--- src/rtl/core/sgnms_pkg.sv ---
// ----------------------------------------------------------------------------
// sgnms_pkg
// Shared constants, types and codes of the Sobel gradient and edge thinning
// block.
// ----------------------------------------------------------------------------
package sgnms_pkg;

    localparam int MAX_WIDTH_DEF = 1024;
    localparam int WIDTH_RESET   = 640;
    localparam int HEIGHT_RESET  = 480;
    localparam int MIN_SIZE      = 3;

    localparam int PIX_W     = 8;
    localparam int HEIGHT_W  = 12;
    localparam int CFG_W     = 12;
    localparam int CFG_IDX_W = 2;

    localparam logic [CFG_IDX_W-1:0] REG_FRAME_WIDTH  = 2'd0;
    localparam logic [CFG_IDX_W-1:0] REG_FRAME_HEIGHT = 2'd1;

    // quantized gradient direction
    localparam logic [1:0] DIR_0   = 2'd0;
    localparam logic [1:0] DIR_45  = 2'd1;
    localparam logic [1:0] DIR_90  = 2'd2;
    localparam logic [1:0] DIR_135 = 2'd3;

    localparam logic [PIX_W-1:0] MAG_MAX = 8'd255;

    // position flags worked out by the front end for one item
    typedef struct packed {
        logic g_first;      // gradient target in first column
        logic g_last;       // gradient target in last column
        logic g_top;        // gradient target in first row
        logic g_bottom;     // gradient target in last row
        logic s_first;      // edge target in first column
        logic s_last;       // edge target in last column
        logic s_top;        // edge target in first row
        logic s_bottom;     // edge target in last row
        logic emit;         // item produces a result
        logic row_end;
        logic frame_end;
    } job_flags_t;

    typedef enum logic [2:0] {
        ST_IDLE,
        ST_GRAD,
        ST_SQUARE,
        ST_SUM,
        ST_ROOT,
        ST_DONE
    } back_state_t;

endpackage

--- src/rtl/core/sgnms_front.sv ---
// ----------------------------------------------------------------------------
// sgnms_front
// Accepts items and register writes, tracks the frame position and tags
// each item with its border and output flags.
// ----------------------------------------------------------------------------
module sgnms_front #(
    parameter int MAX_WIDTH = sgnms_pkg::MAX_WIDTH_DEF,
    localparam int CW = $clog2(MAX_WIDTH),
    localparam int WW = $clog2(MAX_WIDTH + 1)
) (
    input  logic                               clk,
    input  logic                               rst_n,
    input  logic                               in_valid,
    output logic                               in_ready,
    input  logic                               mode,
    input  logic [sgnms_pkg::PIX_W-1:0]        pixel,
    input  logic                               cfg_valid,
    output logic                               cfg_ready,
    input  logic [sgnms_pkg::CFG_IDX_W-1:0]    cfg_index,
    input  logic [sgnms_pkg::CFG_W-1:0]        cfg_data,
    input  logic                               q_full,
    output logic                               q_push,
    output sgnms_pkg::job_flags_t              job_flags,
    output logic [sgnms_pkg::PIX_W-1:0]        job_pix,
    output logic [CW-1:0]                      job_col,
    output logic [CW-1:0]                      job_gcol
);

    import sgnms_pkg::*;

    localparam int FW    = WW + 2;
    localparam int W_RST = (WIDTH_RESET < MAX_WIDTH) ? WIDTH_RESET : MAX_WIDTH;

    logic [WW-1:0]       width_reg, width_next;
    logic [HEIGHT_W-1:0] height_reg, height_next;
    logic [CW-1:0]       col_reg, col_next;
    logic [HEIGHT_W-1:0] row_reg, row_next;
    logic [FW-1:0]       fill_reg, fill_next;

    logic                accept;
    logic                cfg_wr;
    logic                c_zero, c_one, c_two;
    logic                last_col, last_row;
    logic [FW-1:0]       fill_target;
    logic [12:0]         wv;
    logic [HEIGHT_W-1:0] hv;

    // a register write takes the cycle, no item is taken beside it
    assign in_ready  = !q_full && !cfg_valid;
    assign cfg_ready = 1'b1;
    assign accept    = in_valid && in_ready;
    assign q_push    = accept;
    assign cfg_wr    = cfg_valid;

    assign c_zero   = (col_reg == CW'(0));
    assign c_one    = (col_reg == CW'(1));
    assign c_two    = (col_reg == CW'(2));
    assign last_col = (WW'(col_reg) == width_reg - WW'(1));
    assign last_row = (row_reg == height_reg - HEIGHT_W'(1));

    assign fill_target = (FW'(width_reg) << 1) + FW'(2);

    // gradient target sits w+1 slots back, edge target 2w+2 slots back
    always_comb
    begin
        job_flags.g_first   = c_one;
        job_flags.g_last    = c_zero;
        job_flags.g_top     = (row_reg == (c_zero ? 12'd2 : 12'd1));
        job_flags.g_bottom  = (row_reg == (c_zero ? 12'd1 : 12'd0));
        job_flags.s_first   = c_two;
        job_flags.s_last    = c_one;
        // three rows back wraps onto row 0 itself in a three-row frame
        job_flags.s_top     = (c_zero || c_one) ?
                              ((row_reg == 12'd3) ||
                               (row_reg == 12'd0 && height_reg == 12'd3)) :
                              (row_reg == 12'd2);
        job_flags.s_bottom  = (row_reg == ((c_zero || c_one) ? 12'd2 : 12'd1));
        job_flags.emit      = (fill_reg == fill_target);
        job_flags.row_end   = c_one;
        job_flags.frame_end = c_one && (row_reg == 12'd2);
        job_pix             = mode ? '0 : pixel;
        job_col             = col_reg;
        job_gcol            = c_zero ? CW'(width_reg - WW'(1)) : col_reg - CW'(1);
    end

    always_comb
    begin
        wv = 13'(cfg_data[10:0]);
        hv = cfg_data[HEIGHT_W-1:0];
        width_next  = width_reg;
        height_next = height_reg;
        col_next    = col_reg;
        row_next    = row_reg;
        fill_next   = fill_reg;
        if (cfg_wr && (cfg_index == REG_FRAME_WIDTH || cfg_index == REG_FRAME_HEIGHT))
        begin
            if (cfg_index == REG_FRAME_WIDTH)
            begin
                if (wv < 13'(MIN_SIZE))
                begin
                    width_next = WW'(MIN_SIZE);
                end
                else if (wv > 13'(MAX_WIDTH))
                begin
                    width_next = WW'(MAX_WIDTH);
                end
                else
                begin
                    width_next = WW'(wv);
                end
            end
            else
            begin
                height_next = (hv < HEIGHT_W'(MIN_SIZE)) ? HEIGHT_W'(MIN_SIZE) : hv;
            end
            col_next  = '0;
            row_next  = '0;
            fill_next = '0;
        end
        else if (accept)
        begin
            if (fill_reg != fill_target)
            begin
                fill_next = fill_reg + FW'(1);
            end
            if (last_col)
            begin
                col_next = '0;
                row_next = last_row ? '0 : row_reg + HEIGHT_W'(1);
            end
            else
            begin
                col_next = col_reg + CW'(1);
            end
        end
    end

    always_ff @(posedge clk or negedge rst_n)
    begin
        if (!rst_n)
        begin
            width_reg  <= WW'(W_RST);
            height_reg <= HEIGHT_W'(HEIGHT_RESET);
            col_reg    <= '0;
            row_reg    <= '0;
            fill_reg   <= '0;
        end
        else
        begin
            width_reg  <= width_next;
            height_reg <= height_next;
            col_reg    <= col_next;
            row_reg    <= row_next;
            fill_reg   <= fill_next;
        end
    end

endmodule

--- config.mk ---
export PLATFORM = sky130hd
export DESIGN_NAME = sgnms_front
export DESIGN_NICKNAME = d
export VERILOG_FILES = /design/src/rtl/core/sgnms_pkg.sv /design/src/rtl/core/sgnms_front.sv
export SDC_FILE = /design/constraint.sdc
export NUM_CORES = 1
export LEC_CHECK = 0
export BUFFER_PORTS_ARGS = -buffer_cell sky130_fd_sc_hd__buf_2
export CAP_MARGIN = 20
export CORE_MARGIN = 4
export CORE_UTILIZATION = 58
export CTS_CLUSTER_SIZE = 12
export DETAILED_ROUTE_END_ITERATION = 8
export PLACE_DENSITY = 0.81
export SETUP_SLACK_MARGIN = 0.3
export SLEW_MARGIN = 20
export SYNTH_ARGS = -nofsm -noshare
export SYNTH_HDL_FRONTEND = slang
export SYNTH_SLANG_ARGS = --single-unit
--- constraint.sdc ---
create_clock -name clk -period 4.2 [get_ports clk]
set_input_delay 0.63 -clock clk [delete_from_list [all_inputs] [get_ports clk]]
set_output_delay 0.63 -clock clk [all_outputs]
set_load 0.05 [all_outputs]
; Yosys cells after proc, flatten, opt, wreduce, memory -nomap -nowiden
; Cells that the tools add are included.
[totals]
regBits = 58
[op_classes]
addsub = 7
order_cmp = 3
eq_ne = 13
n_mux = 19
bitwise_logic = 1
reduce_logical = 20
[ops]
columns = op, count
row1 = $mux W12, 5
row2 = $mux W10, 4
row3 = $mux W13, 3
row4 = $eq A12 B2 Y1 const B, 3
row5 = $eq A12 B2 Y1, 2
row6 = $mux W11, 2
row7 = $add A12 B2 Y13 const B, 1
row8 = $add A13 B1 Y13 const B, 1
row9 = $eq A13 B13 Y1, 1
row10 = $ne A13 B13 Y1, 1
row11 = $add A12 B1 Y12 const B, 1
row12 = $eq A12 B1 Y1, 1
row13 = $eq A12 B12 Y1, 1
row14 = $logic_not A12 Y1, 1
row15 = $lt A12 B2 Y1 const B, 1
row16 = $sub A12 B1 Y12 const B, 1
row17 = $eq A10 B11 Y1, 1
row18 = $gt A11 B11 Y1 const B, 1
row19 = $lt A11 B2 Y1 const B, 1
row20 = $sub A11 B1 Y11 const B, 1
row21 = $add A10 B1 Y10 const B, 1
row22 = $eq A10 B1 Y1 const B, 1
row23 = $eq A10 B2 Y1 const B, 1
row24 = $logic_not A10 Y1, 1
row25 = 12 further kinds, 26

; Logic depth before layout (Yosys ltp)
[logic_depth]
ltp_word = 6
depth_mapped = 12

; Worst setup path after synthesis
; Ideal clock, no wire load.
[synth_timing]
kind = register to output
startpoint = reg col_reg[4], in the netlist job_col[4]
endpoint = out job_flags[4] in the netlist's numbering
arrival_ns = 3.397
slack_ns = 0.173
path_stages_with_launch = 10
path_cell_list = dfrtp_1 clkbuf_1 or4_1 nor3_1 nand2b_1 nor2_1 nand2_1 nand2_1 nor2_1 a211oi_1
[synth_rtl]
columns = item, line_no
row1 = from (decl), sgnms_front.sv:36  ; logic [CW-1:0] col_reg, col_next;
row2 = from (signal assigned), sgnms_front.sv:152  ; col_reg <= col_next;
row3 = to (decl), sgnms_front.sv:23  ; output sgnms_pkg::job_flags_t job_flags,

==> results.json <==
{
  "synth.net_count": 590,
  "die-width_um": 97.2,
  "post-synth-top-count-cell": "dfrtp_1",
  "synth-seq-cells": 58,
  "use_met1_pct": 34.1,
  "fin_nets": 633,
  "critical-path-top-cell-by-count": "nor2_1",
  "critPathSlowestCell": "or4_1",
  "synth_top_area_share_pct": 28.2,
  "intPower_w": 0.00121,
  "critical_path_buf_inv_count": 1,
  "grt_pass1_vias": 4158,
  "cp.required_ps": 3570,
  "clock_path_buffers": 2,
  "cts_tree": "built",
  "netlist_area_mm2": 0.00462,
  "place.gp.congestion": 0.884,
  "start_kind": "register",
  "largest_reg_flops": 13,
  "initial_core_util_pct": 59.7,
  "cp-end-kind": "output pin",
  "avgRoutedWirePerCell_um": 16.8,
  "cap_violations": 0,
  "area_growth_pct": 11.4,
  "rsz0062_at_grt": "no",
  "critical_path.max_stage_delay_ps": 590,
  "hp-class": "input port to asynchronous set/reset pin",
  "timing.critical_path.cells": "or4_1 -> nor3_1 -> nand2b_1 -> nor2_1 -> nand2_2 -> nand2_1 -> nor2_1 -> a211oi_2 -> buf_2",
  "avgSynthCellArea_um2": 8.41,
  "use_met3_pct": 5.89,
  "switching_share_pct": 43.1,
  "ios": 70,
  "routed_wirelength_mm": 11.8,
  "pwr-share-comb_pct": 40.0,
  "clkLatencyLatePin_ps": 340,
  "max-slew-margin-rel_pct": 48.5,
  "postRouteAntennaNets": 0,
  "hold_violations": 0,
  "antenna_found_initial": 0,
  "synth_warnings": 0,
  "synth-edff-count": 0,
  "postSynthCellCount": 549,
  "period_needed_ps": 3620,
  "drv_slew": 0,
  "power_density_mw_per_mm2": 414,
  "core.rowCount": 32,
  "grt_max_degree": 59,
  "synth_flop_cell": "dfrtp_1",
  "finalClockSkew_ps": 11.0,
  "ys_types": 66,
  "drt-initial-drc-count": 324,
  "cts_root_buffer": "clkbuf_8",
  "hold_ws_ps": 428,
  "core_region_area_mm2": 0.00773,
  "switching_power_w": 0.000916,
  "busiest_layer": "met2",
  "hpwl_mm": 8.66,
  "vias_per_cell": 6.11,
  "fmax_ghz": 0.276,
  "setup_viol": 0,
  "drc_errors": 0,
  "crit_family": "simple AND/OR/NAND/NOR gates",
  "drive_gt1_share_pct": 20.6,
  "numCtsBuffers": 9,
  "grt.overflow.total": 0,
  "synth_common_cells": "dfrtp_1, xnor2_1, nor2_1",
  "utilization_pct": 66.5,
  "n_antenna_cell": 0,
  "fin_setup_tns_ps": 0,
  "synth.area.top_cells": "dfrtp_1, xnor2_1, xor2_1, ha_1, dfstp_2",
  "leakagePower_nw": 2.24,
  "path_class": "register to output pin",
  "drtPass1Iterations": 5,
  "clk_pin_slew_ps": 70,
  "htreeDepth": 3,
  "cp_max_fo": 19,
  "seq_power_share_pct": 35.2,
  "seq_area_frac_synth_pct": 31.6,
  "grt_pass1_wl_mm": 20.4,
  "vias": 4273,
  "port_buffers": 68,
  "die-area_mm2": 0.00945,
  "cts.sinks": 58,
  "ir_drop_v": 0.000255,
  "grt.total_usage_pct": 25.9,
  "yosys.area.top_type": "dfrtp_1",
  "post-route-period-util_pct": 86.3,
  "ys_async_sr_fraction_pct": 100,
  "status": "finished, final reports clean",
  "die_h_um": 97.2,
  "critPathArrivalTime_ps": 2990,
  "clkPwrFrac_pct": 24.8,
  "gr-usage-met2_pct": 42.2,
  "worst_pin_slew_ps": 772
}
routing by layer:
layer	vias up	wire, um
li1	2041	-
met1	2017	5070
met2	197	5530
met3	18	989
met4	0	189
met5	-	0
layout by cell type (no fill, tap or decap), drive strengths merged, types with 3 or more instances in the layout:
| master | n |
|---|---|
| and3 | 11 |
| nor4 | 10 |
| nor3b | 3 |
| o31ai | 15 |
| o21ai | 32 |
| xor2 | 19 |
| dfrtp | 52 |
| a21oi | 17 |
| xnor2 | 44 |
| nand2 | 39 |
| o211ai | 4 |
| buf | 75 |
| a21o | 4 |
| dfstp | 6 |
| or3 | 16 |
| nor2 | 43 |
| nand4 | 9 |
| a31oi | 6 |
| or4 | 7 |
| nand3 | 25 |
| inv | 18 |
| nor3 | 18 |
| mux2i | 4 |
| mux2 | 11 |
| a22o | 9 |
| nor2b | 16 |
| ha | 13 |
| clkbuf | 11 |
| and2 | 10 |
| a211oi | 5 |
| nand2b | 9 |
worst register-to-register path, stage by stage, from the launching register on:
cell and delay [ps]:
dfrtp_2 490, inv_1 100, ha_1 250, nor3b_2 390, a21oi_1 120, a211o_1 310, a2111o_1 390, a2111oi_4 320
a21oi_1 250, or2_1 440, o31ai_2 270
logic make-up (layout without fill, tap and decap cells):
| group | count (synthesis) | after routing | synth area share (%) |
|---|---|---|---|
| buf+inv | 61 | 109 | 5.77 |
| other cells | 1 | 1 | 0.0812 |
| fa+ha+maj | 13 | 13 | 3.52 |
| flops | 58 | 58 | 31.6 |
| mux | 15 | 15 | 3.55 |
| xor+xnor | 63 | 63 | 12.0 |
| simple gates | 226 | 226 | 26.4 |
| compound gates | 112 | 112 | 17.1 |
metrics by stage:
step                cells  setup WS [ps]  area [um^2]  total power, W
floorplan             549            196         4620         0.00141
global placement      683            867         4940         0.00158
detailed placement    683            768         4940         0.00160
CTS                   699            388         5140         0.00213
global route          699            357         5140         0.00225
finish                699            576         5140         0.00213
timing repair:
action                                  CTS  global route
endpoints found under the setup margin    0             6
hold buffers                              0             0
buffers inserted                          0             0
resized for setup                         0             2
final cells by class:
cell class / count / area [um^2]
well taps: 102 / 128
multi-input cells: 430 / 2900
fillers: 635 / 2580
repair buffers: 75 / 393
inverters: 18 / 67.6
flip-flops and latches: 58 / 1460
clock buffers: 11 / 141
clock inverters: 5 / 55.1
final timing paths:
check,from,endpoint,slack [ps],depth (start not counted)
worst max-delay path,job_col[4],job_flags[4],580,9
worst min-delay path,rst_n,fill_reg[9],430,2
worst max register to register,width_reg[0],row_reg[7],770,10
worst min register to register,fill_reg[12],fill_reg[12],580,2
max in group asynchronous,rst_n,width_reg[0],3210,2
min in group clk,cfg_data[5],width_reg[5],540,2
power groups by stage:
stage | Combinational (W) | Sequential [W] | Clock [W]
final | 0.000852 | 0.000749 | 0.000527
after global routing | 0.000922 | 0.000761 | 0.000563
after CTS | 0.000850 | 0.000745 | 0.000534
after detailed placement | 0.000848 | 0.000754 | 0
after global placement | 0.000826 | 0.000750 | 0
after floorplan | 0.000715 | 0.000694 | 0
Power figures use the tool's default switching activity.
