--- config.mk ---
export PLATFORM = sky130hd
export DESIGN_NAME = sgnms_queue
export DESIGN_NICKNAME = d
export VERILOG_FILES = /design/src/rtl/core/sgnms_queue.sv
export SDC_FILE = /design/constraint.sdc
export NUM_CORES = 1
export LEC_CHECK = 0
export ABC_AREA = 1
export BUFFER_PORTS_ARGS = -buffer_cell sky130_fd_sc_hd__buf_2
export CORE_AREA = 2 2 49 51
export CTS_BUF_LIST = sky130_fd_sc_hd__clkbuf_8
export DETAILED_ROUTE_END_ITERATION = 6
export DIE_AREA = 0 0 51 53
export PLACE_DENSITY = 0.63
export SYNTH_ARGS = -nofsm -noshare
export SYNTH_HDL_FRONTEND = slang
export SYNTH_SLANG_ARGS = --single-unit
--- constraint.sdc ---
create_clock -name clk -period 1.2 [get_ports clk]
set_input_delay 0.24 -clock clk [delete_from_list [all_inputs] [get_ports clk]]
set_output_delay 0.24 -clock clk [all_outputs]
set_load 0.03 [all_outputs]
--- src/rtl/core/sgnms_queue.sv ---
// ----------------------------------------------------------------------------
// sgnms_queue
// Two-entry queue between the front end and the back end.
// ----------------------------------------------------------------------------
module sgnms_queue #(
    parameter int WIDTH = 8
) (
    input  logic             clk,
    input  logic             rst_n,
    input  logic             push,
    input  logic [WIDTH-1:0] wdata,
    input  logic             pop,
    output logic [WIDTH-1:0] rdata,
    output logic             full,
    output logic             empty
);

    logic [WIDTH-1:0] entry_reg [2];
    logic             wr_ptr_reg, wr_ptr_next;
    logic             rd_ptr_reg, rd_ptr_next;
    logic [1:0]       count_reg, count_next;

    assign full  = (count_reg == 2'd2);
    assign empty = (count_reg == 2'd0);
    assign rdata = entry_reg[rd_ptr_reg];

    always_comb
    begin
        wr_ptr_next = push ? ~wr_ptr_reg : wr_ptr_reg;
        rd_ptr_next = pop ? ~rd_ptr_reg : rd_ptr_reg;
        count_next  = count_reg + 2'(push) - 2'(pop);
    end

    always_ff @(posedge clk or negedge rst_n)
    begin
        if (!rst_n)
        begin
            wr_ptr_reg <= 1'b0;
            rd_ptr_reg <= 1'b0;
            count_reg  <= 2'd0;
        end
        else
        begin
            wr_ptr_reg <= wr_ptr_next;
            rd_ptr_reg <= rd_ptr_next;
            count_reg  <= count_next;
        end
    end

    always_ff @(posedge clk)
    begin
        if (push)
        begin
            entry_reg[wr_ptr_reg] <= wdata;
        end
    end

endmodule

Word level (Yosys, flattened, before mapping)

Memories as Yosys holds them, arrays and structs flattened.
Cells that the tools add are included.

Flip-flop bits (word level): 4
Memories kept: 1
Bits of input ports: 12
Output and inout port bits: 10
Bits in writable memories: 16
Word-level logic and storage cells: 12

Memory list:

| name      | words | width | read ports | clocked after Yosys merged registers in | wr ports | RTL line | RTL |
|---|---|---|---|---|---|---|---|
| entry_reg | 2     | 8     | 1          | 0                                       | 1        | 18       | `logic [WIDTH-1:0] entry_reg [2];` |

Bitwise logic cells: 2
Add/subtract/negate cells: 2
Reductions and logical operators: 1
Equal/unequal tests: 1
Muxes and demuxes: 2

Operator list:

| operator           | number |
|---|---|
| $add 2x1->2        | 1 |
| $eq 2x2->1 const B | 1 |
| $logic_not 2->1    | 1 |
| $mux 1             | 2 |
| $not 1->1          | 2 |
| $sub 2x1->2        | 1 |

Logic depth before layout (Yosys ltp)

Gate-level depths: netlist of run 1.

Depth after elaboration: 2
Depth in mapped cells: 7
Mapped depth without buffers: 7

Worst setup path before layout of run 1

No wires, ideal clock.

Path kind: register to output
From: register rd_ptr_reg
To: output port rdata[0]
Stages on the path, launching flop included: 3
Data required time: 0.960 ns
Arrival time: 1.184 ns
Path buffers: 1
Setup slack: -0.224 ns
Cell sequence: dfrtp_1 > buf_6 > o21ai_0

Word-level cells in the longest chain between the ends: 1

RTL lines:

| item                     | RTL line | RTL |
|---|---|---|
| start: declaration       | 20       | `logic rd_ptr_reg, rd_ptr_next;` |
| start signal: assignment | 45       | `rd_ptr_reg <= rd_ptr_next;` |
| $mem_v2 2x8              | n/a      |  |
| end: declaration         | 13       | `output logic [WIDTH-1:0] rdata,` |

No other way between the ends.

Worst setup path after layout of run 1

From: register rd_ptr_reg
To: output port rdata[2]

The elaborated chain is that of the path after synthesis.

==> results of run 1 <==
[power groups by stage]
stage               Combinational (mW)  Clock, mW  Sequential (mW)
CTS                               1.40      0.450             1.03
floorplan                        0.845          0             1.01
global placement                  1.03          0             1.03
detailed placement                1.05          0             1.04
finish                            1.50      0.439             1.04
global route                      1.60      0.486             1.06
[kinds of logic after synthesis]
group | after synthesis | synth area share (%)
fa+ha+maj | 2 | 3.01
buf+inv | 17 | 10.5
xor+xnor | 2 | 2.11
compound gates | 8 | 6.17
simple gates | 18 | 8.28
flops | 20 | 69.9
[cell type report]
cell class	instances	area, um2	area share (%)
Timing Repair Buffer	27	219	18.9
Inverter	15	56.3	4.86
Sequential cell	20	581	50.2
Tap cell	28	35.0	3.03
Clock inverter	1	3.75	0.324
Clock buffer	3	41.3	3.57
Multi-Input combinational cell	30	221	19.1
[routing by layer]
layer	vias to the layer above	part of all wire (%)	global-route usage [%]
met5	-	0	0
met4	0	4.2	10.8
met3	5	4.5	2.54
met2	15	53	16.2
met1	245	38	12.9
li1	269	-	-
[cells in the final DEF, fill, tap and decap left out, types with 2 or more instances in the layout]
| cell | count |
|---|---|
| buf_4 | 4 |
| buf_2 | 11 |
| inv_1 | 15 |
| o21ai_2 | 6 |
| nor2_1 | 2 |
| nand2_1 | 7 |
| edfxtp_1 | 16 |
| dfrtp_1 | 4 |
| o21ai_4 | 2 |
| nand2_2 | 7 |
| buf_6 | 11 |
| xor2_1 | 2 |
| clkbuf_8 | 3 |
| ha_1 | 2 |
[worst min path at each step]
stage / startpoint / endpoint / slack [ns] / cells past startpoint
4_1_cts: wdata[2] / entry_reg[1][2] / 0.16 / 1
3_5_place_dp: rst_n / wr_ptr_reg / 0.05 / 1
5_1_grt: wdata[2] / entry_reg[1][2] / 0.16 / 1
6_report: wdata[2] / entry_reg[0][2] / 0.17 / 1
3_3_place_gp: rst_n / wr_ptr_reg / 0.05 / 1
2_1_floorplan: rst_n / count_reg[0] / -0.06 / 0
[critical path, cell delays in order (launching register included)]
cell	delay (ns)
dfrtp_1	0.40
buf_6	0.17
nand2_2	0.08
o21ai_4	0.06
buf_6	0.15
[through the flow]
stage | instance area [um2] | hold slack [ns] | total power [mW] | setup slack [ns]
2_1_floorplan | 831 | -0.0556 | 1.86 | -0.224
3_3_place_gp | 962 | 0.0528 | 2.06 | 0.0145
3_5_place_dp | 962 | 0.0517 | 2.09 | -0.000456
4_1_cts | 1120 | 0.162 | 2.88 | -0.156
5_1_grt | 1160 | 0.157 | 3.15 | -0.220
6_report | 1160 | 0.166 | 2.98 | -0.163
[what timing repair did]
| action | CTS | global route |
|---|---|---|
| pin swaps | 8 | 1 |
| endpoints found under the setup margin | 9 | 11 |
| gates resized for setup | 32 | 12 |
| setup buffers | 1 | 1 |
| endpoints found under the hold margin | 4 | 0 |
| gates cloned | 0 | 0 |
| hold buffers | 1 | 0 |
==> impl_metrics.toml, run 1 <==
[pwr]
seqPwrFrac_pct = 35.0
p_comb_share_pct = 50.2
peakVddDrop_v = 0.00119
powerDensity_nw_per_um2 = 2580
p_sw_mw = 1.17
internal-power_mw = 1.81
p_clk_share_pct = 14.7
swShare_pct = 39.1
p_leak_nw = 0.528

[clocking]
ctsLongestPathBuffers = 2
clk_latency_ns = 0.26
cts-root-buf = "clkbuf_8"
cts.sinks = 20
clk_pin_slew_ns = 0.07
cts_tree = "yes"
htreeDepth = 1
cts_buffers = 3

[sta]
hold_violations = 0
max_slew.worst_pin.slew_ns = 0.323
skew_ns = 0.00100
setup_violations = 9
finalCritPeriodShare_pct = 114
report.final.slew_viol_count = 0
maxSlewHeadroom_pct = 78.4
period_needed_ns = 1.36
tns_ns = -1.15
setup_ws_ns = -0.163
fmax_ghz = 0.734
rsz0062_at_grt = "yes"

[logic_synthesis]
synth_top_area_share_pct = 57.8
syn-cell-area_um2 = 831
synth_top_flop_cell = "edfxtp_1"
synthDistinctLibCells = 12
syn_inst = 67
ys_ff_latch = 20
synth.most_common_cell = "edfxtp_1"
yosysSeqAreaShare_pct = 69.9
synthArstFlopShare_pct = 20.0
synth_edf_count = 16
synth_commonest_cells = "16 x edfxtp_1, 15 x inv_1, 14 x nand2_1, 5 x o21ai_0, 4 x dfrtp_1"
syn_avg_cell_area_um2 = 12.4
ys_warn_count = 0
syn-num-nets = 81
synth_area_leaders = "edfxtp_1 58%, dfrtp_1 12%, inv_1 6.8%"
synth_area_leader_cell = "edfxtp_1"

[floorplanning]
dieHeight_um = 53
initial_core_util_pct = 38.7
num_io_pins = 22
fp-row-count = 17
die_area_um2 = 2700
core_area_um2 = 2150
die_x_um = 51

[cells_and_area]
antenna_cells = 0
final_nets = 111
fin_util_pct = 53.9
syn_to_final_growth_pct = 39.3
fill_cells = 189
drive_gt1_share_pct = 47.9
largest_reg_flops = 16
finalNonFillerCells = 124

[place]
placed_cells = 117
finalWeightedCongestion = 0.686
numPortBuffers = 21
hpwl_um = 892

[outcome]
outcome = "finished with violations"
violations = "setup timing"

[route]
drtIter0Drc = 6
drc = 0
vias = 534
viasPerCell = 4.31
drt_first_pass_iters = 4
postRouteAntennaNets = 0
wire_per_inst_um = 10.2
drt-total-wl_mm = 1.27

[worst_hold_path]
min_path_type = "primary input to flip-flop"

[setup_path]
worstSetupPathType = "flip-flop to primary output"
endpoint_kind = "primary output"
cp_data_arrival_time_ns = 1.12
rr_worst_depth = 6
rr_startpoint = "count_reg[0]"
reg2reg_to = "count_reg[1]"
crit_path_end = "rdata[2]"
worstPathMaxFanout = 8
setup.worst_path.start_class = "flip-flop"
crit_required_ns = 0.96
reg2reg_slack_ns = 0
cp-startpoint = "rd_ptr_reg"

[global_routing]
overflow = 0
grt_pass1_wl_mm = 1.95
grt_pass1_vias = 437
grt.total_usage_pct = 11.0
grt_max_degree = 12
antenna_found_initial = 0

[flow_run]
maxCapViolations = 0
Note: power is estimated with default switching activity, not from simulation.
==> inputs of run 2 (changes only) <==
--- a/config.mk
+++ b/config.mk
@@ -7,11 +7,14 @@
 export LEC_CHECK = 0
 export ABC_AREA = 1
 export BUFFER_PORTS_ARGS = -buffer_cell sky130_fd_sc_hd__buf_2
-export CORE_AREA = 2 2 49 51
+export CELL_PAD_IN_SITES_DETAIL_PLACEMENT = 0
+export CELL_PAD_IN_SITES_GLOBAL_PLACEMENT = 1
+export CORE_AREA = 2 2 51 53
 export CTS_BUF_LIST = sky130_fd_sc_hd__clkbuf_8
 export DETAILED_ROUTE_END_ITERATION = 6
-export DIE_AREA = 0 0 51 53
-export PLACE_DENSITY = 0.63
+export DIE_AREA = 0 0 53 55
+export PLACE_DENSITY = 0.71
+export RECOVER_POWER = 50
 export SYNTH_ARGS = -nofsm -noshare
 export SYNTH_HDL_FRONTEND = slang
 export SYNTH_SLANG_ARGS = --single-unit
==> run 2 against run 1 <==
Against the previous run:
- final cell count increased by 1.6%
- critical endpoint unchanged
- non-clock buffer count unchanged
- sequential power about the same
- first-iteration DRC count decreased by 50%
- critical path depth decreased by 1
- the flow still finishes with violations (setup timing)
- largest cell class unchanged
- total power decreased by 1.5%
- register-to-register slack about the same
- setup slack improved by 0.035 ns
==> impl_metrics.toml, run 2 (synthesized netlist as in run 1, its figures left out) <==
[setup_path]
rr_startpoint = "count_reg[0]"
reg2reg_slack_ns = 0.01
cp_data_arrival_time_ns = 1.09
worstSetupPathType = "flip-flop to primary output"
setup.worst_path.start_class = "flip-flop"
crit_chain = "buf_6 -> o21ai_2 -> buf_6"
cp_num_buf_inv = 2
reg2reg_to = "count_reg[1]"
worst_path_most_repeated_cell = "buf_6"
crit_path_top_delay_cell = "dfrtp_1"
worstPathMaxFanout = 9
cpPeakStageDelay_ns = 0.40
rr_worst_depth = 7
crit_required_ns = 0.96
endpoint_kind = "primary output"
crit_family = "flip-flops"

[global_routing]
grt_max_degree = 12
antenna_found_initial = 0
overflow = 0
grt.total_usage_pct = 11.2
grt_pass1_wl_mm = 2.21
grt_pass1_vias = 553

[worst_hold_path]
min_to = "entry_reg[1][2]"
min_from = "wdata[2]"
min_path_type = "primary input to flip-flop"
hold_path_depth = 1

[sta]
rsz0062_at_grt = "yes"
skew_ns = 0.00453
maxSlewHeadroom_pct = 78.4
hold_violations = 0
report.final.slew_viol_count = 0
period_needed_ns = 1.33
setup_ws_ns = -0.128
tns_ns = -0.914
max_slew.worst_pin.slew_ns = 0.324
finalCritPeriodShare_pct = 111
setup_violations = 8
fmax_ghz = 0.753

[cells_and_area]
final_nets = 111
mostFrequentLayoutCell = "edfxtp_1"
drive_gt1_share_pct = 37.5
finalNonFillerCells = 126
final_cell_mix = "16 x edfxtp_1, 14 x inv_1, 13 x nand2_1"
syn_to_final_growth_pct = 36.6
fill_cells = 233
antenna_cells = 0
largest_reg_flops = 16

[pwr]
powerDensity_nw_per_um2 = 2590
p_leak_nw = 0.504
peakVddDrop_v = 0.00124

[place]
placed_cells = 119
finalWeightedCongestion = 0.629
hpwl_um = 952
numPortBuffers = 21

[floorplanning]
initial_core_util_pct = 35.1
dieHeight_um = 55
core_area_um2 = 2360
die_area_um2 = 2920
die_x_um = 53
num_io_pins = 22
fp-row-count = 18

[clocking]
ctsLongestPathBuffers = 2
clk_pin_slew_ns = 0.07
cts.sinks = 20
htreeDepth = 1
cts-root-buf = "clkbuf_8"
clk_latency_ns = 0.26
cts_buffers = 3
cts_tree = "yes"

[flow_run]
maxCapViolations = 0

[outcome]
violations = "setup timing"
outcome = "finished with violations"

[route]
drt_first_pass_iters = 2
wire_per_inst_um = 10.3
vias = 541
postRouteAntennaNets = 0
drc = 0
drtIter0Drc = 3
drt-total-wl_mm = 1.30
viasPerCell = 4.29
[run 2: cell types whose count changed in the layout (fill, tap and decap cells not counted), moves of 2 or more]
cell	delta
nor2_2	+2
clkbuf_1	+7
buf_2	-7
o21ai_2	+2
nand2_2	-6
nand2_1	+6
o21ai_4	-2
[run 2: worst reg2reg max path: stages (launching register included)]
cell and delay (ns):
dfrtp_1 0.40, inv_1 0.06, ha_1 0.28, inv_1 0.09, ha_4 0.14, inv_2 0.03, nand2_2 0.04, nand2_1 0.05
[run 2: stage by stage]
| stage | hold WS [ns] | utilization [%] | setup WS [ns] | power [mW] | instance area [um2] |
|---|---|---|---|---|---|
| floorplan | -0.0556 | - | -0.224 | 1.86 | 831 |
| global placement | 0.0532 | 40.8 | 0.0253 | 2.06 | 965 |
| detailed placement | 0.0522 | 40.8 | -0.00891 | 2.10 | 965 |
| CTS | 0.165 | 46.5 | -0.137 | 2.83 | 1100 |
| global route | 0.167 | 48.0 | -0.182 | 3.14 | 1130 |
| finish | 0.168 | 48.0 | -0.128 | 2.94 | 1130 |
[run 2: repair_timing]
| action | CTS | global route |
|---|---|---|
| setup endpoints to repair | 9 | 11 |
| hold buffers | 1 | 0 |
| setup buffers | 1 | 1 |
| gates resized for setup | 27 | 13 |
| endpoints found under the hold margin | 4 | 0 |
| pin swaps | 7 | 4 |
[run 2: area by class of cell]
type | count | area, um2 | area share, %
clock buffers | 3 | 41.3 | 3.64
inverters | 15 | 56.3 | 4.96
flip-flops and latches | 20 | 581 | 51.2
repair buffers | 27 | 214 | 18.9
multi-input cells | 30 | 201 | 17.8
clock inverters | 1 | 3.75 | 0.331
well taps | 30 | 37.5 | 3.31
[run 2: routing by layer]
| metal | global-route usage, % | part of all wire, % |
|---|---|---|
| met5 | 0 | 0 |
| met4 | 8.97 | 3.7 |
| met3 | 2.42 | 3.5 |
| met2 | 18.5 | 52 |
| met1 | 12.5 | 41 |
[run 2: how the worst max path moves through the flow]
| stage | start | end | depth (start not counted) |
|---|---|---|---|
| floorplan | rd_ptr_reg | rdata[0] | 2 |
| global placement | rd_ptr_reg | rdata[0] | 3 |
| detailed placement | rd_ptr_reg | rdata[7] | 3 |
| CTS | rd_ptr_reg | rdata[2] | 3 |
| global route | rd_ptr_reg | rdata[3] | 3 |
| finish | rd_ptr_reg | rdata[2] | 3 |
[run 2: report_power, final]
| part | internal (mW) | total, mW | switching (mW) |
|---|---|---|---|
| Clock | 0.228 | 0.438 | 0.210 |
| Combinational | 0.634 | 1.46 | 0.830 |
| Sequential | 0.944 | 1.04 | 0.0918 |
==> inputs of run 3 (changes only) <==
--- a/config.mk
+++ b/config.mk
@@ -5,14 +5,13 @@
 export SDC_FILE = /design/constraint.sdc
 export NUM_CORES = 1
 export LEC_CHECK = 0
-export ABC_AREA = 1
 export BUFFER_PORTS_ARGS = -buffer_cell sky130_fd_sc_hd__buf_2
 export CELL_PAD_IN_SITES_DETAIL_PLACEMENT = 0
 export CELL_PAD_IN_SITES_GLOBAL_PLACEMENT = 1
-export CORE_AREA = 2 2 51 53
+export CORE_AREA = 8 8 55 57
 export CTS_BUF_LIST = sky130_fd_sc_hd__clkbuf_8
 export DETAILED_ROUTE_END_ITERATION = 6
-export DIE_AREA = 0 0 53 55
+export DIE_AREA = 0 0 63 65
 export PLACE_DENSITY = 0.71
 export RECOVER_POWER = 50
 export SYNTH_ARGS = -nofsm -noshare
==> run 3 against run 2 <==
Against the previous run:
- register-to-register slack barely moved
- wire length fell by 0.69%
- the flow still finishes with violations (setup timing)
- clock-buffer cell count did not move
- largest cell class unchanged
- largest power group unchanged
==> impl_metrics.toml, run 3 <==
[outcome]
outcome = "finished with violations"
violations = "setup timing"

[pwr]
p_comb_share_pct = 48.3
total_power_mw = 2.82
powerDensity_nw_per_um2 = 2550
internal-power_mw = 1.89
peakVddDrop_v = 0.00128
seqPwrFrac_pct = 36.7
p_clk_share_pct = 15.0
swShare_pct = 33.0
p_sw_uw = 930
p_leak_nw = 0.472

[logic_synthesis]
ys_ff_latch = 20
synth_commonest_cells = "16 x edfxtp_1, 8 x mux2_4, 4 x dfrtp_1"
synth.most_common_cell = "edfxtp_1"
synth_edf_count = 16
syn-num-nets = 54
yosysSeqAreaShare_pct = 71.8
synthDistinctLibCells = 11
synthArstFlopShare_pct = 20.0
synth_top_area_share_pct = 59.4
syn_avg_cell_area_um2 = 20.2
syn_inst = 40
synth_top_flop_cell = "edfxtp_1"
synth_area_leader_cell = "edfxtp_1"
synth_area_leaders = "edfxtp_1 59%, mux2_4 15%, dfrtp_1 12%"
syn-cell-area_um2 = 808
ys_warn_count = 0

[sta]
max_slew.worst_pin.slew_ns = 0.383
report.final.slew_viol_count = 0
setup_ws_ns = -0.276
skew_ns = 0.00189
period_needed_ns = 1.48
rsz0062_at_grt = "yes"
tns_ns = -2.24
maxSlewHeadroom_pct = 74.5
setup_violations = 10
finalCritPeriodShare_pct = 123
fmax_ghz = 0.677
hold_violations = 0

[setup_path]
endpoint_kind = "primary output"
worst_path_most_repeated_cell = "buf_6"
worstSetupPathType = "flip-flop to primary output"
cpPeakStageDelay_ns = 0.40
crit_required_ns = 0.96
cp_data_arrival_time_ns = 1.24
setup.worst_path.start_class = "flip-flop"
crit_chain = "buf_6 -> mux2_4 -> buf_6"
worstPathMaxFanout = 5
crit_path_top_delay_cell = "dfrtp_1"

[place]
finalWeightedCongestion = 0.645
hpwl_um = 953
numPortBuffers = 21
placed_cells = 92

[global_routing]
grt_pass1_vias = 441
grt.total_usage_pct = 6.77
antenna_found_initial = 0
grt_max_degree = 12
overflow = 0
grt_pass1_wl_mm = 2.04

[cells_and_area]
final_nets = 85
antenna_cells = 0
syn_to_final_growth_pct = 36.5
final_cell_mix = "16 x edfxtp_1, 12 x buf_6, 8 x mux2_4, 8 x buf_2, 4 x dfrtp_1"
drive_gt1_share_pct = 50.0
finalNonFillerCells = 98
largest_reg_flops = 16
mostFrequentLayoutCell = "edfxtp_1"
fin_util_pct = 51.4

[floorplanning]
die_area_um2 = 4100
dieHeight_um = 65
die_x_um = 63
initial_core_util_pct = 37.6
num_io_pins = 22
core_area_um2 = 2150
fp-row-count = 17

[clocking]
ctsLongestPathBuffers = 2
clk_pin_slew_ns = 0.07
cts_tree = "yes"
cts_buffers = 3
clk_latency_ns = 0.25
htreeDepth = 1
cts-root-buf = "clkbuf_8"
cts.sinks = 20

[route]
vias = 420
viasPerCell = 4.29
postRouteAntennaNets = 0
drc = 0
wire_per_inst_um = 13.1
drt_first_pass_iters = 2
drt-total-wl_mm = 1.29
drtIter0Drc = 7

[worst_hold_path]
min_path_type = "primary input to flip-flop"

[flow_run]
maxCapViolations = 0
==> run 3: changes by cell type in the layout (fill, tap and decap cells not counted), moves of 2 or more <==
cell / delta
clkbuf_1: -4
o21ai_2: -8
mux2_4: +8
buf_2: +4
nor2_2: -2
inv_2: -2
nand2_1: -13
nor2b_1: +2
inv_1: -12
==> run 3: final timing paths <==
| kind | to | slack, ns | depth (start not counted) | startpoint |
|---|---|---|---|---|
| worst max-delay path | rdata[6] | -0.28 | 3 | rd_ptr_reg |
| worst min-delay path | entry_reg[0][1] | 0.18 | 1 | wdata[1] |
| worst max register to register | count_reg[1] | 0.01 | 5 | count_reg[0] |
| worst min register to register | wr_ptr_reg | 0.50 | 1 | wr_ptr_reg |
| max in group asynchronous | rd_ptr_reg | 0.67 | 2 | rst_n |
| min in group asynchronous | count_reg[0] | 0.35 | 2 | rst_n |
==> run 3: power by group through the flow <==
stage,Combinational (mW),Clock (mW),Sequential (mW)
CTS,1.35,0.433,1.04
finish,1.36,0.422,1.04
global placement,1.08,0,1.03
global route,1.44,0.464,1.06
detailed placement,1.10,0,1.03
floorplan,0.823,0,1.02
==> run 3: final cells by class <==
cell class | instances | area [um2]
fillers | 187 | 1040
repair buffers | 27 | 219
well taps | 28 | 35.0
inverters | 2 | 7.51
clock inverters | 1 | 3.75
clock buffers | 3 | 41.3
multi-input cells | 17 | 216
flip-flops and latches | 20 | 581
==> run 3: metrics by stage <==
step           worst slack, ns  hold WS [ns]  instance area (um2)
2_1_floorplan           0.0383       -0.0556                  808
3_3_place_gp           -0.0252        0.0510                  967
3_5_place_dp           -0.0355        0.0531                  967
4_1_cts                 -0.279         0.170                 1100
5_1_grt                 -0.315         0.164                 1100
6_report                -0.276         0.180                 1100
==> run 3: repair_timing <==
item                                   CTS  global route
setup endpoints to repair               10            11
endpoints found under the hold margin    4             0
setup buffers                            0             1
hold buffers                             1             0
gates resized for setup                 24             0
pin swaps                                1             1
==> run 3: kinds of logic after synthesis <==
| family | after synthesis | share of synthesized area, % |
|---|---|---|
| XOR/XNOR | 3 | 5.11 |
| adder cells (fa/ha/maj) | 2 | 3.10 |
| buffers and inverters | 3 | 2.32 |
| flip-flops | 20 | 71.8 |
| multiplexers | 8 | 14.9 |
| AND/OR/NAND/NOR | 4 | 2.79 |
==> run 3: layer usage <==
| layer | vias to the layer above | global-route usage, % | wire (um) |
|---|---|---|---|
| met2 | 15 | 11.1 | 674 |
| met5 | - | 0 | 0 |
| met4 | 0 | 7.69 | 55 |
| met1 | 197 | 5.71 | 464 |
| li1 | 204 | - | - |
| met3 | 4 | 3.09 | 93 |
==> run 3: critical path: cells and delay by family, from the launching register on <==
kind / cells / cell delay [ns]
buffers and inverters: 2 / 0.29
muxes: 1 / 0.30
DFF: 1 / 0.40
